### config.mk
export PLATFORM = sky130hd
export DESIGN_NAME = set_bit_index_enumerator_core
export DESIGN_NICKNAME = d
export VERILOG_FILES = /design/src/rtl/core/sbie_pkg.sv /design/src/rtl/core/sbie_regs.sv /design/src/rtl/core/sbie_seq.sv /design/src/rtl/core/set_bit_index_enumerator_core.sv
export SDC_FILE = /design/constraint.sdc
export NUM_CORES = 1
export LEC_CHECK = 0
export BUFFER_PORTS_ARGS = -buffer_cell sky130_fd_sc_hd__buf_2
export CORE_UTILIZATION = 45
export CTS_BUF_LIST = sky130_fd_sc_hd__clkbuf_8 sky130_fd_sc_hd__clkbuf_16
export CTS_CLUSTER_DIAMETER = 40
export DETAILED_ROUTE_END_ITERATION = 10
export PLACE_DENSITY = 0.65
export SKIP_LAST_GASP = 1
export SLEW_MARGIN = 40
export SYNTH_ARGS = -nofsm -noshare
export SYNTH_HDL_FRONTEND = slang
export SYNTH_SLANG_ARGS = --single-unit
### constraint.sdc
create_clock -name clk_i -period 6.14 [get_ports clk_i]
set_clock_uncertainty 0.05 [all_clocks]
set_input_delay 1.228 -clock clk_i [delete_from_list [all_inputs] [get_ports clk_i]]
set_output_delay 1.228 -clock clk_i [all_outputs]
set_load 0.05 [all_outputs]
### src/rtl/core/sbie_pkg.sv
// shared types and constants for the set bit index enumerator
package sbie_pkg;

  localparam int DefWordBits = 32;
  localparam int DefMaxWords = 1024;

  localparam int InWordW    = 32;
  localparam int IndexW     = 15;
  localparam int CountW     = 16;
  localparam int ModeW      = 2;
  localparam int LowByteW   = 8;
  localparam logic [LowByteW-1:0] LowByteMask = 8'hff;

  localparam logic [CountW-1:0] VecBitsReset = 16'h8000;
  localparam logic [CountW-1:0] CountMax     = 16'hffff;

  typedef enum logic [ModeW-1:0] {
    MODE_PLAIN    = 2'd0,
    MODE_SKIP_LOW = 2'd1,
    MODE_INVERT   = 2'd2
  } mode_e;

  typedef enum logic {
    REG_MODE     = 1'b0,
    REG_VEC_BITS = 1'b1
  } reg_e;

  typedef enum logic [1:0] {
    ST_IDLE,
    ST_SCAN,
    ST_COUNT
  } state_e;

  typedef struct packed {
    logic [ModeW-1:0]  mode;
    logic [CountW-1:0] vector_bits;
  } cfg_t;

endpackage

### src/rtl/core/sbie_regs.sv
// configuration registers behind the apb-style port
module sbie_regs
  import sbie_pkg::*;
(
  input  logic        clk_i,
  input  logic        rst_ni,
  input  logic        psel,
  input  logic        penable,
  input  logic        pwrite,
  input  logic [2:0]  paddr,
  input  logic [31:0] pwdata,
  output logic [31:0] prdata,
  output logic        pready,
  output cfg_t        cfg_o
);

  logic [ModeW-1:0]  mode_q, mode_d;
  logic [CountW-1:0] vec_bits_q, vec_bits_d;
  logic              wr_en;
  reg_e              reg_sel;

  assign pready  = 1'b1;
  assign wr_en   = psel & penable & pwrite;
  assign reg_sel = reg_e'(paddr[2]);

  always_comb begin
    mode_d     = mode_q;
    vec_bits_d = vec_bits_q;
    if (wr_en) begin
      case (reg_sel)
        REG_MODE:     mode_d     = pwdata[ModeW-1:0];
        REG_VEC_BITS: vec_bits_d = pwdata[CountW-1:0];
        default:      ;
      endcase
    end
  end

  always_comb begin
    case (reg_sel)
      REG_MODE:     prdata = {{(32-ModeW){1'b0}}, mode_q};
      REG_VEC_BITS: prdata = {{(32-CountW){1'b0}}, vec_bits_q};
      default:      prdata = '0;
    endcase
  end

  always_ff @(posedge clk_i or negedge rst_ni) begin
    if (!rst_ni) begin
      mode_q     <= MODE_PLAIN;
      vec_bits_q <= VecBitsReset;
    end else begin
      mode_q     <= mode_d;
      vec_bits_q <= vec_bits_d;
    end
  end

  assign cfg_o.mode        = mode_q;
  assign cfg_o.vector_bits = vec_bits_q;

endmodule

### src/rtl/core/sbie_seq.sv
// registered bit scan sequencer: one shift/compare step per cycle unless stalled
module sbie_seq
  import sbie_pkg::*;
#(
  parameter int WORD_BITS = DefWordBits,
  parameter int MAX_WORDS = DefMaxWords
) (
  input  logic                 clk_i,
  input  logic                 rst_ni,
  input  cfg_t                 cfg_i,
  input  logic                 in_valid_i,
  output logic                 in_ready_o,
  input  logic [WORD_BITS-1:0] in_word_i,
  input  logic                 in_last_i,
  output logic                 out_valid_o,
  input  logic                 out_ready_i,
  output logic [IndexW-1:0]    out_index_o,
  output logic                 out_is_count_o,
  output logic [CountW-1:0]    out_total_o,
  output logic                 out_run_end_o
);

  localparam int PosW  = (MAX_WORDS > 1) ? $clog2(MAX_WORDS) : 1;
  localparam int BitW  = $clog2(WORD_BITS);
  localparam int IdxW  = $clog2(MAX_WORDS * WORD_BITS);
  localparam int CmpW  = (IdxW > CountW) ? IdxW : CountW;
  localparam logic [WORD_BITS-1:0] LowMask = WORD_BITS'(LowByteMask);

  state_e                state_q, state_d;
  logic [WORD_BITS-1:0]  word_q, word_d;
  logic                  last_q, last_d;
  logic [BitW-1:0]       bit_q, bit_d;
  logic [IdxW-1:0]       idx_q, idx_d;
  logic [IdxW-1:0]       base_q, base_d;
  logic [PosW-1:0]       pos_q, pos_d;
  logic [CountW-1:0]     count_q, count_d;
  logic                  out_valid_q, out_valid_d;
  logic [IndexW-1:0]     out_index_q, out_index_d;
  logic                  out_is_count_q, out_is_count_d;
  logic [CountW-1:0]     out_total_q, out_total_d;

  logic                  out_free;
  logic                  sel;
  logic [CmpW-1:0]       idx_ext;

  assign idx_ext  = CmpW'(idx_q);
  assign out_free = !out_valid_q || out_ready_i;
  assign sel      = word_q[0] && (idx_ext < CmpW'(cfg_i.vector_bits));

  always_comb begin
    state_d        = state_q;
    word_d         = word_q;
    last_d         = last_q;
    bit_d          = bit_q;
    idx_d          = idx_q;
    base_d         = base_q;
    pos_d          = pos_q;
    count_d        = count_q;
    out_valid_d    = out_valid_q;
    out_index_d    = out_index_q;
    out_is_count_d = out_is_count_q;
    out_total_d    = out_total_q;
    in_ready_o     = 1'b0;

    if (out_valid_q && out_ready_i) begin
      out_valid_d = 1'b0;
    end

    case (state_q)
      ST_IDLE: begin
        in_ready_o = 1'b1;
        if (in_valid_i) begin
          if ((cfg_i.mode == MODE_SKIP_LOW) && (pos_q == '0)) begin
            word_d = in_word_i & ~LowMask;
          end else begin
            word_d = in_word_i;
          end
          last_d  = in_last_i;
          bit_d   = '0;
          idx_d   = base_q;
          state_d = ST_SCAN;
        end
      end
      ST_SCAN: begin
        if (!sel || out_free) begin
          word_d = word_q >> 1;
          idx_d  = idx_q + IdxW'(1);
          bit_d  = bit_q + BitW'(1);
          if (sel) begin
            out_valid_d    = 1'b1;
            out_index_d    = idx_ext[IndexW-1:0];
            out_is_count_d = 1'b0;
            out_total_d    = '0;
            if (count_q != CountMax) begin
              count_d = count_q + CountW'(1);
            end
          end
          if (bit_q == BitW'(WORD_BITS - 1)) begin
            if (last_q) begin
              state_d = ST_COUNT;
            end else begin
              state_d = ST_IDLE;
              if (pos_q == PosW'(MAX_WORDS - 1)) begin
                pos_d  = '0;
                base_d = '0;
              end else begin
                pos_d  = pos_q + PosW'(1);
                base_d = base_q + IdxW'(WORD_BITS);
              end
            end
          end
        end
      end
      ST_COUNT: begin
        if (out_free) begin
          out_valid_d    = 1'b1;
          out_index_d    = '0;
          out_is_count_d = 1'b1;
          out_total_d    = count_q;
          pos_d          = '0;
          base_d         = '0;
          count_d        = '0;
          state_d        = ST_IDLE;
        end
      end
      default: state_d = ST_IDLE;
    endcase
  end

  always_ff @(posedge clk_i or negedge rst_ni) begin
    if (!rst_ni) begin
      state_q     <= ST_IDLE;
      pos_q       <= '0;
      base_q      <= '0;
      count_q     <= '0;
      out_valid_q <= 1'b0;
    end else begin
      state_q     <= state_d;
      pos_q       <= pos_d;
      base_q      <= base_d;
      count_q     <= count_d;
      out_valid_q <= out_valid_d;
    end
  end

  always_ff @(posedge clk_i) begin
    word_q         <= word_d;
    last_q         <= last_d;
    bit_q          <= bit_d;
    idx_q          <= idx_d;
    out_index_q    <= out_index_d;
    out_is_count_q <= out_is_count_d;
    out_total_q    <= out_total_d;
  end

  assign out_valid_o    = out_valid_q;
  assign out_index_o    = out_index_q;
  assign out_is_count_o = out_is_count_q;
  assign out_total_o    = out_total_q;
  assign out_run_end_o  = out_is_count_q;

endmodule

### src/rtl/core/set_bit_index_enumerator_core.sv
// top level of the set bit index enumerator
// A bit vector arrives on the slave stream one 32-bit word per beat, lowest
// word first; tlast marks the final word of the vector. For every selected
// bit below vector_bits the master stream carries one beat with the bit's
// absolute index, in ascending order; after the last word one more beat has
// tuser high, the total count of enumerated bits and tlast high.
// mode selects plain listing, listing with the low byte of word 0 skipped,
// or listing of clear bits; both registers sit on the apb-style port, and
// the user is to write them only while the block is idle; the block itself
// does not enforce this. Each word is accepted in ST_IDLE and scanned in
// ST_SCAN, one bit per cycle through the shared shift and compare step
// unless a selected bit waits for the output register; after the last word
// ST_COUNT sends the count beat. tready on the slave side is low outside
// ST_IDLE. Results pass through a one-beat output register; when the receiver
// stalls the scan holds on the next selected bit until the register is free.
// Reset clears the word position, the running count and the output valid,
// and loads mode 0 and vector_bits 32768.
module set_bit_index_enumerator_core
  import sbie_pkg::*;
#(
  parameter int WORD_BITS = DefWordBits,
  parameter int MAX_WORDS = DefMaxWords
) (
  input  logic        clk_i,
  input  logic        rst_ni,
  input  logic        s_axis_tvalid,
  output logic        s_axis_tready,
  input  logic [31:0] s_axis_tdata,   // word_value
  input  logic        s_axis_tlast,
  output logic        m_axis_tvalid,
  input  logic        m_axis_tready,
  output logic [31:0] m_axis_tdata,   // bit_index[14:0], total_count[30:15], zero
  output logic        m_axis_tuser,   // is_count
  output logic        m_axis_tlast,
  input  logic        psel,
  input  logic        penable,
  input  logic        pwrite,
  input  logic [2:0]  paddr,
  input  logic [31:0] pwdata,
  output logic [31:0] prdata,
  output logic        pready
);

  cfg_t                 cfg;
  logic [WORD_BITS-1:0] word_ext;
  logic [WORD_BITS-1:0] word_sel;
  logic [IndexW-1:0]    out_index;
  logic [CountW-1:0]    out_total;

  generate
    if (WORD_BITS >= InWordW) begin : g_wide
      assign word_ext = WORD_BITS'(s_axis_tdata);
    end else begin : g_narrow
      assign word_ext = s_axis_tdata[WORD_BITS-1:0];
    end
  endgenerate

  assign word_sel = (cfg.mode == MODE_INVERT) ? ~word_ext : word_ext;

  sbie_regs u_regs (
    .clk_i   (clk_i),
    .rst_ni  (rst_ni),
    .psel    (psel),
    .penable (penable),
    .pwrite  (pwrite),
    .paddr   (paddr),
    .pwdata  (pwdata),
    .prdata  (prdata),
    .pready  (pready),
    .cfg_o   (cfg)
  );

  sbie_seq #(
    .WORD_BITS (WORD_BITS),
    .MAX_WORDS (MAX_WORDS)
  ) u_seq (
    .clk_i          (clk_i),
    .rst_ni         (rst_ni),
    .cfg_i          (cfg),
    .in_valid_i     (s_axis_tvalid),
    .in_ready_o     (s_axis_tready),
    .in_word_i      (word_sel),
    .in_last_i      (s_axis_tlast),
    .out_valid_o    (m_axis_tvalid),
    .out_ready_i    (m_axis_tready),
    .out_index_o    (out_index),
    .out_is_count_o (m_axis_tuser),
    .out_total_o    (out_total),
    .out_run_end_o  (m_axis_tlast)
  );

  assign m_axis_tdata = {1'b0, out_total, out_index};

endmodule
# [Word-level counts from Yosys, hierarchy flattened]
# Cells that the tools add are included.
[classes] addsub=5 multipliers=0 n_div=0 order_cmp=1 n_eq_ne=14 n_shift=0 mux=52 bitwise=4 n_reduce_logical=19
[ops] operator="2-to-1 mux 15 bit" n=9
[ops] operator="case mux 32 bit (2 select lines)" n=2
[ops] operator="2-to-1 mux 16 bit" n=7
[ops] operator="2-to-1 mux 32 bit" n=3
[ops] operator="case mux 15 bit (2 select lines)" n=3
[ops] operator="case mux 16 bit (2 select lines)" n=2
[ops] operator="2-to-1 mux 10 bit" n=5
[ops] operator="NOT 32 bit" n=1
[ops] operator="case mux 10 bit (2 select lines)" n=1
[ops] operator="adder 16 x 1 -> 16 bit, second input constant" n=1
[ops] operator="< comparator 15 x 16 -> 1 bit" n=1
[ops] operator="!= test 16 bit, second input constant" n=1
[ops] operator="adder 15 x 1 -> 15 bit, second input constant" n=1
[ops] operator="adder 15 x 6 -> 15 bit, second input constant" n=1
[ops] operator="adder 10 x 1 -> 10 bit, second input constant" n=1
[ops] operator="equality test 10 bit, second input constant" n=1
[ops] operator="zero test 10 bit" n=1
[ops] operator="2-to-1 mux 2 bit" n=5
[ops] operator="2-to-1 mux 5 bit" n=2
[ops] operator="!= test 2 x 1 -> 1 bit, second input constant" n=5
[ops] operator="case mux 5 bit (2 select lines)" n=1
[ops] operator="AND reduction 5 bit" n=2
[ops] operator="2-to-1 mux 1 bit" n=8
[ops] operator="2-to-1 mux 8 bit" n=1
[ops] operator="other kinds (17)" n=30
[totals] regBits=147 latchBits=0 ramBits=0 mem_bits_ro=0 in_bits=75 out_inout_bits=69 wordCells=109 n_memories=0

# [Depth between registers and ports, before layout]
[logic_depth] depth_word=6 depth_mapped=10

# [By module]
# A second synthesis with hierarchy kept.
[hier_totals] cells_unflattened=668 hier_area_um2=7975.1
[by_module_without_submodules] module="sbie_seq" n_inst=1 cells_each=553 area_per_inst_um2=6371.1 seq_area_each_um2=3528.4
[by_module_without_submodules] module="sbie_regs" n_inst=1 cells_each=76 area_per_inst_um2=993.5 seq_area_each_um2=451.7
[by_module_without_submodules] module="set_bit_index_enumerator_core" n_inst=1 cells_each=39 area_per_inst_um2=610.6 seq_area_each_um2=0.0

# [Least setup slack after synthesis]
# No wires, ideal clock.
[synth_timing] kind="input port to flip-flop" start="input port m_axis_tready" end="register u_seq.bit_q[0], enable pin" arrival_ps=4121 slack_ps=1507 stages=6 path_buffers=3 cell_sequence="nor2b_1 clkbuf_1 and4_1 buf_2 buf_2 nor2_1"
[synth_between] elab_chain_len=4
[synth_lines] item="from (decl)" line="set_bit_index_enumerator_core.sv:31" rtl="input logic m_axis_tready,"
[synth_lines] item="logical OR 1 bit" line="sbie_seq.sv:47" rtl="assign out_free = !out_valid_q || out_ready_i;"
[synth_lines] item="logical OR 1 bit" line="sbie_seq.sv:85" rtl="if (!sel || out_free) begin"
[synth_lines] item="!= test 2 x 1 -> 1 bit (no source line)"
[synth_lines] item="AND reduction 3 bit (no source line)"
[synth_lines] item="to (signal assigned)" line="sbie_seq.sv:149" rtl="bit_q <= bit_d;"
[synth_lines] item="to (decl)" line="sbie_seq.sv:32" rtl="logic [BitW-1:0] bit_q, bit_d;"
# No other way between the ends.
# A chain may end at the register's enable or synchronous reset.

# [Final worst setup path]
[layout_timing] start="register u_seq.idx_q[13]" end="register u_seq.bit_q[2], enable pin"
[layout_between] elab_chain_len=6
[layout_lines] item="from (decl)" line="sbie_seq.sv:33" rtl="logic [IdxW-1:0] idx_q, idx_d;"
[layout_lines] item="from (signal assigned)" line="sbie_seq.sv:150" rtl="idx_q <= idx_d;"
[layout_lines] item="< comparator 15 x 16 -> 1 bit" line="sbie_seq.sv:48" rtl="assign sel = word_q[0] && (idx_ext < CmpW'(cfg_i.vector_bits));"
[layout_lines] item="logical AND 1 bit" line="sbie_seq.sv:48"
[layout_lines] item="zero test 1 bit" line="sbie_seq.sv:85"
[layout_lines] item="logical OR 1 bit" line="sbie_seq.sv:85"
[layout_lines] item="!= test 2 x 1 -> 1 bit (no source line)"
[layout_lines] item="AND reduction 3 bit (no source line)"
# No other way between the ends.

==> results.sh <==
export IMPL_timing_final_crit_share_pct=56.77
export IMPL_hold_buffers=0
export IMPL_dieArea_sq_um=17100
export IMPL_peakVddDrop_v=0.0002303
export IMPL_place_ws_ns=2.452
export IMPL_post_dp_hpwl_um=10090
export IMPL_fin_area_sq_um=8775
export IMPL_pin_count=144
export IMPL_synth_area_leader_cell="edfxtp_1"
export IMPL_clk_pin_slew_worst_paths_ns=0.06
export IMPL_crit_path_end_kind="flop"
export IMPL_rsz0062_at_grt="false"
export IMPL_cts_sinks=142
export IMPL_hold_path_end="u_seq.base_q[14]"
export IMPL_multi_input_area_sq_um=3183
export IMPL_synth_xor_area_share_pct=5.516
export IMPL_whs_path_depth=1
export IMPL_grt_max_degree=59
export IMPL_grt_ovfl_total=0
export IMPL_synth_top_family_by_area="simple AND/OR/NAND/NOR gates"
export IMPL_cts_tree="done"
export IMPL_die_w_um=130.8
export IMPL_async_reset_ff_share_pct=40.14
export IMPL_yosys_cell_types_count=56
export IMPL_synth_most_common_cell="edfxtp_1"
export IMPL_postCtsResizedCells=0
export IMPL_final_cells=1012
export IMPL_cp_arrival_ns=3.50
export IMPL_drc=0
export IMPL_core_area_sq_um=16060
export IMPL_root_buffer="clkbuf_16"
export IMPL_finalSetupViolations=0
export IMPL_rr_worst_depth=7
export IMPL_ff2ff_setup_slack_ns=2.65
export IMPL_synth_ff_type="edfxtp_1"
export IMPL_clk_latency_ns=0.42
export IMPL_synth_fa_ha_area_share_pct=4.024
export IMPL_power_mw=4.851
export IMPL_viasPerCell=5.239
export IMPL_synthMuxAreaShare_pct=3.286
export IMPL_seq_area_frac_synth_pct=53.34
export IMPL_grt_pass1_vias=5089
export IMPL_synth_compound_area_share_pct=9.608
export IMPL_via_count=5302
export IMPL_cts_htree_levels=4
export IMPL_area_sequential_sq_um=3980
export IMPL_yosys_area_share_simple_pct=18.90
export IMPL_fmax_mhz=286.9
export IMPL_fp_dieH_um=130.8
export IMPL_syn_to_final_growth_pct=17.59
export IMPL_drt_total_wl_um=14720
export IMPL_netlist_area_leader_share_pct=34.21
export IMPL_synth_avg_cell_area_sq_um=10.86
export IMPL_slew_headroom_pct=46.44
export IMPL_dp_cells=979
export IMPL_layout_setup_ws_ns=2.654
export IMPL_worst_pin_slew_ns=0.8012
export IMPL_drtPass1Iterations=4
export IMPL_yosys_warnings=0
export IMPL_place_congestion=0.8085
export IMPL_path_class="reg2reg"
export IMPL_numCtsBuffers=17
export IMPL_ant_nets=0
export IMPL_fillers=1401
export IMPL_rows=46
export IMPL_power_leakage_nw=3.597
export IMPL_antenna_found_initial=0
export IMPL_synthTopCellsByCount="edfxtp_1, dfrtp_1, nand2_1"
export IMPL_reg2reg_to="u_seq.bit_q[2]"
export IMPL_drive_gt1_share_pct=22.36
export IMPL_rr_startpoint="u_seq.idx_q[13]"
export IMPL_p_per_area_nw_per_um2=552.8
export IMPL_syn_area_sq_um=7462
export IMPL_worstHoldPathType="reg2reg"
export IMPL_min_delay_start="u_seq.base_q[14]"
export IMPL_grt_pass1_wl_um=24350
export IMPL_critPathMaxFanout=36
export IMPL_cts_buffer_depth=2
export IMPL_synthCells=687
export IMPL_required_ns=6.15
export IMPL_synthTopCellsByArea="edfxtp_1, dfrtp_1, xnor2_1"
export IMPL_insertedDiodeCount=0
export IMPL_grt_usage_pct=18.33
export IMPL_start_util_pct=46.47
export IMPL_max_cap_violations=0
export IMPL_status="completed"
export IMPL_fin_setup_tns_ns=0
export IMPL_detail_route_iter0_violations=343
export IMPL_hold_viol=0
export IMPL_place_area_sq_um=8150
export IMPL_wl_per_cell_um=14.55
export IMPL_cts_setup_buffers=0
export IMPL_io_buffers=107
export IMPL_start_kind="flop"
export IMPL_nNetsFinal=882
export IMPL_slew_violations=0
export IMPL_period_needed_ns=3.486
export IMPL_synth_seq_cells=142
export IMPL_synth_edf_count=85
metal layers:
layer	GRT usage [%]	wire, um	vias up
li1	-	-	2628
met1	23.35	6772	2532
met2	29.69	7019	129
met3	4.927	678	13
met4	7.302	251	0
met5	0	0	-
logic make-up after synthesis:
kind of cell               count (synthesis)
AOI/OAI and AO/OA                        112
xor gates and xnor gates                  47
adders and majority gates                 24
buffers and inverters                     81
DFF                                      142
muxes                                     22
other                                      2
and+or+nand+nor                          257
report_power, final:
group	internal (mW)	switching (mW)
logic	0.617	1.34
registers	1.58	0.256
clock network	0.645	0.416
critical path, stage by stage, from the launching register on:
cell	delay (ns)
edfxtp_1	0.48
ha_1	0.35
a21oi_1	0.06
or3b_2	0.44
o2111a_1	0.23
and4_1	0.47
nor2_4	0.52
buf_4	0.50
registers in the layout, summed over array words and instances, names as in the netlist:
signal / flops
u_regs.mode_q: 2
u_regs.vec_bits_q: 16
u_seq.base_q: 10
u_seq.bit_q: 5
u_seq.count_q: 16
u_seq.idx_q: 15
u_seq.last_q: 1
u_seq.out_index_o: 15
u_seq.out_is_count_o: 1
u_seq.out_total_o: 16
u_seq.out_valid_o: 1
u_seq.pos_q: 10
u_seq.state_q: 2
u_seq.word_q: 32
placed cells by master (no fill, tap or decap), types with 5 or more instances in the layout:
master / instances
nand2b_1: 13
nand3_1: 32
xnor2_1: 37
conb_1: 18
or4_1: 6
a21oi_1: 16
and2_1: 36
nor3_1: 5
clkbuf_16: 17
dfrtp_1: 56
o31ai_1: 20
nand2_1: 52
xor2_1: 10
nor4b_1: 9
nand4_1: 10
nand3b_1: 7
nor3b_1: 7
nor2_1: 35
buf_4: 5
nor2b_1: 16
a211o_1: 8
ha_1: 22
clkinv_4: 5
o21ai_0: 49
inv_1: 26
buf_2: 107
and3_1: 17
mux2_2: 20
edfxtp_1: 85
metrics by stage:
| step | util, % | hold slack, ns |
|---|---|---|
| global route | 54.64 | 0.4881 |
| finish | 54.64 | 0.4529 |
| floorplan | - | 0.4021 |
| detailed placement | 50.76 | 0.4473 |
| CTS | 54.57 | 0.4571 |
| global placement | 50.49 | 0.4283 |
how the worst max path moves through the flow:
stage / from / endpoint / slack (ns) / cells past startpoint
finish: u_seq.idx_q[13] / u_seq.bit_q[2] / 2.65 / 7
CTS: u_seq.idx_q[13] / u_seq.bit_q[0] / 2.61 / 7
global placement: m_axis_tready / u_seq.bit_q[4] / 2.53 / 5
detailed placement: m_axis_tready / u_seq.word_q[17] / 2.45 / 5
global route: u_seq.idx_q[9] / u_seq.bit_q[2] / 2.47 / 7
floorplan: m_axis_tready / u_seq.bit_q[0] / 1.51 / 6
final cells by class:
cell class | count | area share (%)
Clock buffer | 17 | 4.848
Clock inverter | 15 | 2.139
Inverter | 27 | 1.155
Multi-Input combinational cell | 480 | 36.28
Sequential cell | 142 | 45.36
Tap cell | 216 | 3.080
Timing Repair Buffer | 115 | 7.144
Note: power is estimated with default switching activity, not from simulation.
